$ cat src/hdl/assert_macros.svh
// Assertion macros shared by the execute step RTL.
// Each macro expects signals named clk and rst_n in the scope of its use.
`ifndef ASSERT_MACROS_SVH
`define ASSERT_MACROS_SVH

// Same-cycle implication, disabled while reset is held.
`define RVX_ASSERT_IMP(lbl, ante, cons, msg) \
  lbl: assert property (@(posedge clk) disable iff (!rst_n) (ante) |-> (cons)) \
    else $error(msg);

// Next-cycle implication, disabled while reset is held.
`define RVX_ASSERT_NXT(lbl, ante, cons, msg) \
  lbl: assert property (@(posedge clk) disable iff (!rst_n) (ante) |=> (cons)) \
    else $error(msg);

`endif

$ cat src/hdl/rvx_pkg.sv
// Shared types and constants for the RV32I subset execute step.
// No dependencies; imported by every module of the block.
`timescale 1ns / 1ps
`default_nettype none

package rvx_pkg;

  localparam int MEM_BYTES = 65536;
  localparam int MEM_AW    = $clog2(MEM_BYTES);
  localparam int WORDS     = MEM_BYTES / 4;
  localparam int WORD_AW   = MEM_AW - 2;
  localparam int NUM_REGS  = 32;
  localparam int REG_AW    = $clog2(NUM_REGS);

  // Input actions.
  localparam logic [1:0] ACT_WRITE = 2'd0;
  localparam logic [1:0] ACT_EXEC  = 2'd1;
  localparam logic [1:0] ACT_READ  = 2'd2;
  localparam logic [1:0] ACT_NONE  = 2'd3;

  // Result status codes.
  localparam logic [2:0] ST_OK      = 3'd0;
  localparam logic [2:0] ST_ILLEGAL = 3'd1;
  localparam logic [2:0] ST_MISPC   = 3'd2;
  localparam logic [2:0] ST_MISACC  = 3'd3;
  localparam logic [2:0] ST_RANGE   = 3'd4;
  localparam logic [2:0] ST_HALTED  = 3'd5;

  // Configuration register indexes.
  localparam logic [1:0] REG_ENTRY     = 2'd0;
  localparam logic [1:0] REG_CODE_LOW  = 2'd1;
  localparam logic [1:0] REG_CODE_HIGH = 2'd2;

  localparam logic [31:0] CODE_HIGH_RST = 32'd256;

  typedef enum logic [1:0] {
    K_WRITE,
    K_EXEC,
    K_READ,
    K_NONE
  } kind_t;

  typedef struct packed {
    kind_t       kind;
    logic [31:0] address;
    logic [7:0]  byte_value;
  } q_item_t;

  typedef struct packed {
    logic [2:0]        status;
    logic [31:0]       pc_after;
    logic [31:0]       read_word;
    logic              dest_written;
    logic [REG_AW-1:0] dest_index;
    logic [31:0]       dest_value;
  } result_t;

  typedef struct packed {
    logic        pc_load;
    logic [31:0] pc_value;
    logic [31:0] code_low;
    logic [31:0] code_high;
  } cfg_t;

  typedef struct packed {
    logic clearing;
    logic halted;
  } bk_stat_t;

endpackage

`default_nettype wire

$ cat src/hdl/rvx_front.sv
// Front end: accepts input beats, classifies the action and queues them.
// Depends on rvx_pkg.
`timescale 1ns / 1ps
`default_nettype none

module rvx_front import rvx_pkg::*; (
  input  wire logic        clk,
  input  wire logic        rst_n,
  input  wire logic        in_valid,
  output logic             in_stall,
  input  wire logic [1:0]  in_action,
  input  wire logic [31:0] in_address,
  input  wire logic [7:0]  in_byte_value,
  input  wire logic        block_in,
  input  wire logic        pop,
  output logic             head_valid,
  output q_item_t          head
);

  q_item_t    q_r [2];
  logic [1:0] count_r, count_nxt;
  logic       wptr_r, wptr_nxt;
  logic       rptr_r, rptr_nxt;
  logic       push;
  kind_t      kind;

  always_comb begin
    unique case (in_action)
      ACT_WRITE: kind = K_WRITE;
      ACT_EXEC:  kind = K_EXEC;
      ACT_READ:  kind = K_READ;
      ACT_NONE:  kind = K_NONE;
      default:   kind = K_NONE;
    endcase
  end

  assign in_stall   = block_in || (count_r == 2'd2);
  assign push       = in_valid && !in_stall;
  assign head_valid = (count_r != 2'd0);
  assign head       = q_r[rptr_r];

  always_comb begin
    wptr_nxt  = push ? ~wptr_r : wptr_r;
    rptr_nxt  = pop ? ~rptr_r : rptr_r;
    count_nxt = count_r + {1'b0, push} - {1'b0, pop};
  end

  always_ff @(posedge clk) begin
    if (!rst_n) begin
      count_r <= 2'd0;
      wptr_r  <= 1'b0;
      rptr_r  <= 1'b0;
    end else begin
      count_r <= count_nxt;
      wptr_r  <= wptr_nxt;
      rptr_r  <= rptr_nxt;
    end
  end

  always_ff @(posedge clk) begin
    if (push) begin
      q_r[wptr_r] <= '{kind: kind, address: in_address, byte_value: in_byte_value};
    end
  end

endmodule

`default_nettype wire

$ cat config.mk
export PLATFORM = sky130hd
export DESIGN_NAME = rvx_front
export DESIGN_NICKNAME = d
export VERILOG_FILES = /design/src/hdl/assert_macros.svh /design/src/hdl/rvx_pkg.sv /design/src/hdl/rvx_front.sv
export SDC_FILE = /design/constraint.sdc
export NUM_CORES = 1
export LEC_CHECK = 0
export ABC_AREA = 1
export BUFFER_PORTS_ARGS = -buffer_cell sky130_fd_sc_hd__buf_4
export CORE_MARGIN = 5
export CORE_UTILIZATION = 52
export DETAILED_ROUTE_END_ITERATION = 8
export PLACE_DENSITY_LB_ADDON = 0.05
export SLEW_MARGIN = 5
export SYNTH_ARGS = -nofsm -noshare
export SYNTH_HDL_FRONTEND = slang
export SYNTH_SLANG_ARGS = --single-unit
export TNS_END_PERCENT = 5
$ cat constraint.sdc
create_clock -name clk -period 3.3 [get_ports clk]
set_input_delay 0.165 -clock clk [delete_from_list [all_inputs] [get_ports clk]]
set_output_delay 0.165 -clock clk [all_outputs]
set_load 0.005 [all_outputs]
==> impl_metrics.csv <==
group,metric,value,unit
timing,drv_slew,0,
synth,yosys.area.top_type,"edfxtp_1",
power,power.total,2340,uW
routing,drc,0,
floorplan,rows,29,
final_layout,layout-drive-gt1-share,0.486,
placed_design,dpl.hpwl,3790,um
clocking,cts_inserted_buffers,9,
worst_setup_path,slowest_delay,790,ps
final_layout,nNetsFinal,359,
final_layout,area_delta_synth_final,37.7,%
synth,syn_area,3490,um^2
placed_design,portBuffers,90,
worst_setup_path,cp.required,3130,ps
power,power_density,487,nW/um^2
placed_design,place_congestion,0.775,
routing,wirelength,6150,um
timing,setup_viol_count_final,0,
worst_setup_path,crit_path_cell_trace,"buf_4, mux2_4, buf_4",
placed_design,dp_cells,334,
worst_setup_path,crit_type,"flip-flop to primary output",
synth,ys.warnings.count,0,
synth,synth-edff-count,84,
synth,synth_commonest_cells,"edfxtp_1, mux2_4, nand2_1, inv_1, nor2_1",
power,seqPwrFrac,0.561,
routing,via_count,1858,
routing,vias_per_cell,4.74,
final_layout,fillers,426,
clocking,clock_path_buffers,2,
synth,async_flop_share,0,
power,cell_internal_pwr,1840,uW
timing,finalClockSkew,6.62,ps
synth,synth-seq-cells,89,
synth,synth_cell_types,14,
clocking,h-tree-depth,3,
power,power_switching,505,uW
timing,hold_viol_final,0,
synth,ys.flop_type,"edfxtp_1",
clocking,cts.sinks,89,
clocking,cts_hold_buf,39,
clocking,cts_tree,"yes",
timing,finalCritPeriodShare,0.669,
power,leakagePower,0.00195,uW
routing,drt_iter0_drc,124,
synth,synth_top_area_frac,0.722,
placed_design,dp_slack,1370,ps
power,max-vdd-ir-drop,0.363,mV
worst_setup_path,reg2reg_depth,5,
routing,firstDrtPassIters,4,
worst_setup_path,path_max_fanout,22,
global_route,grt_max_degree,43,
worst_setup_path,worst_path_max_delay_cell,"dfxtp_2",
floorplan,top_level_ports,91,
hold_path,min_path_cells,3,
clocking,cts-root-buf,"clkbuf_8",
worst_setup_path,crit_path_end_kind,"primary output",
worst_setup_path,cp-start-kind,"flip-flop",
synth,yosys-top-cells-area,"edfxtp_1, mux2_4, dfxtp_1",
synth,synth_nets,220,
timing,fin_crit,2210,ps
run_status,status,"finished clean",
global_route,overflow,0,
routing,ant_nets,0,
clocking,insertion_delay,340,ps
global_route,gr-usage-all-layers,0.150,
timing,fin_ws,1090,ps
floorplan,coreArea,6460,um^2
worst_setup_path,critPathBufInv,2,
worst_setup_path,cp_top_family,"flip-flops",
power,p_sw_frac,0.215,
synth,seq_area_frac_synth,0.751,
synth,syn_area_per_cell,20.4,um^2
global_route,grt_pass1_vias,2019,
final_layout,finalNonFillerCells,392,
hold_path,hold_path.class,"input port to flip-flop",
floorplan,fp.dieH,92.0,um
flow_run,max_cap_viol_count,0,
floorplan,start_util,0.541,
worst_setup_path,crit_arrival,2040,ps
worst_setup_path,cp.depth,3,
clocking,cts_resized,0,
synth,synth_most_common_cell,"edfxtp_1",
global_route,antenna_found_initial,0,
routing,wl_per_cell,15.7,um
power,power_frac_comb,0.132,
floorplan,die_area,8450,um^2
clocking,cts_setup_buffers,0,
timing,setup_tns,0,ps
power,clock_power_share,0.307,
timing,clock.fmax,453,MHz
timing,slew_headroom,0.371,
final_layout,antenna_cells,0,
floorplan,die_w,92.0,um
timing,tightest_slew,943,ps
global_route,grt_pass1_wl,9690,um
clocking,path_clk_slew,80,ps
worst_setup_path,worst_path_most_repeated_cell,"buf_4",
synth,syn_inst,171,
timing,rsz0062_at_grt,"no",
==> worst paths after layout <==
check | from | to | slack, ps
worst min-delay path | rst_n | count_r[0]$_SDFF_PN0_ | 30
worst min register to register | rptr_r$_SDFFE_PN0P_ | rptr_r$_SDFFE_PN0P_ | 520
worst max register to register | count_r[0]$_SDFF_PN0_ | q_r[0][7]$_DFFE_PP_ | 1390
worst max-delay path | flip-flop | head[12] | 1090
==> metal layers <==
metal | track usage | vias to the layer above | part of all wire
li1 | - | 917 | -
met1 | 0.172 | 883 | 0.39
met2 | 0.269 | 53 | 0.54
met3 | 0.0417 | 5 | 0.057
met4 | 0.0557 | 0 | 0.010
met5 | 0 | - | 0
==> sequential cells by signal, indices dropped and copies added, names as in the netlist, named ones only <==
name,flops
wptr_r,1
q_r,84
rptr_r,1
count_r,2
==> placed cells by master (no fill, tap or decap) <==
cell type and instances:
nor2_1 5, clkinvlp_4 1, clkinv_2 2, ha_1 2, nand4_1 1, nand3_1 2
dfxtp_1 4, edfxtp_1 84, inv_6 2, mux2_4 40, bufinv_16 1, clkinv_1 1
dfxtp_2 1, a21oi_1 1, mux2_2 2, dlygate4sd3_1 42, nand2_1 11, inv_2 1
inv_1 9, clkbuf_8 9, nor2_4 1, buf_4 93
==> cells by family (layout without fill, tap and decap cells) <==
logic type / count (synthesis) / after routing / share of synthesized area
adders and majority gates: 2 / 2 / 0.00716
buffers and inverters: 17 / 161 / 0.0391
DFF: 89 / 89 / 0.751
AOI/OAI and AO/OA: 1 / 1 / 0.00143
muxes: 42 / 42 / 0.178
and+or+nand+nor: 20 / 20 / 0.0229
==> tightest hold or removal path: cells and delay by family <==
family	cells	cell delay, ps
simple gates	1	50
buf+inv	2	140
==> power by group through the flow <==
| stage | sequential (uW) | clock [uW] | combinational, uW |
|---|---|---|---|
| 2_1_floorplan | 1330 | 0 | 156 |
| 3_3_place_gp | 1340 | 0 | 268 |
| 3_5_place_dp | 1340 | 0 | 272 |
| 4_1_cts | 1320 | 739 | 310 |
| 5_1_grt | 1320 | 793 | 335 |
| 6_report | 1310 | 721 | 309 |
==> final cells by class <==
cell class                      instances  area [um^2]  area share
Tap cell                               77         96.3      0.0200
Inverter                               10         37.5     0.00780
Multi-Input combinational cell         65          741       0.154
Clock inverter                          7         68.8      0.0143
Sequential cell                        89         2620       0.546
Clock buffer                            9          124      0.0258
Timing Repair Buffer                  135         1120       0.233
==> per-stage QoR <==
stage,instance area [um^2],hold WS [ps],utilization
finish,4810,33.0,0.745
global route,4810,38.7,0.745
CTS,4780,0.142,0.740
detailed placement,4200,353,0.650
global placement,4200,350,0.650
floorplan,3490,258,-
(Power assumes the default switching activity.)
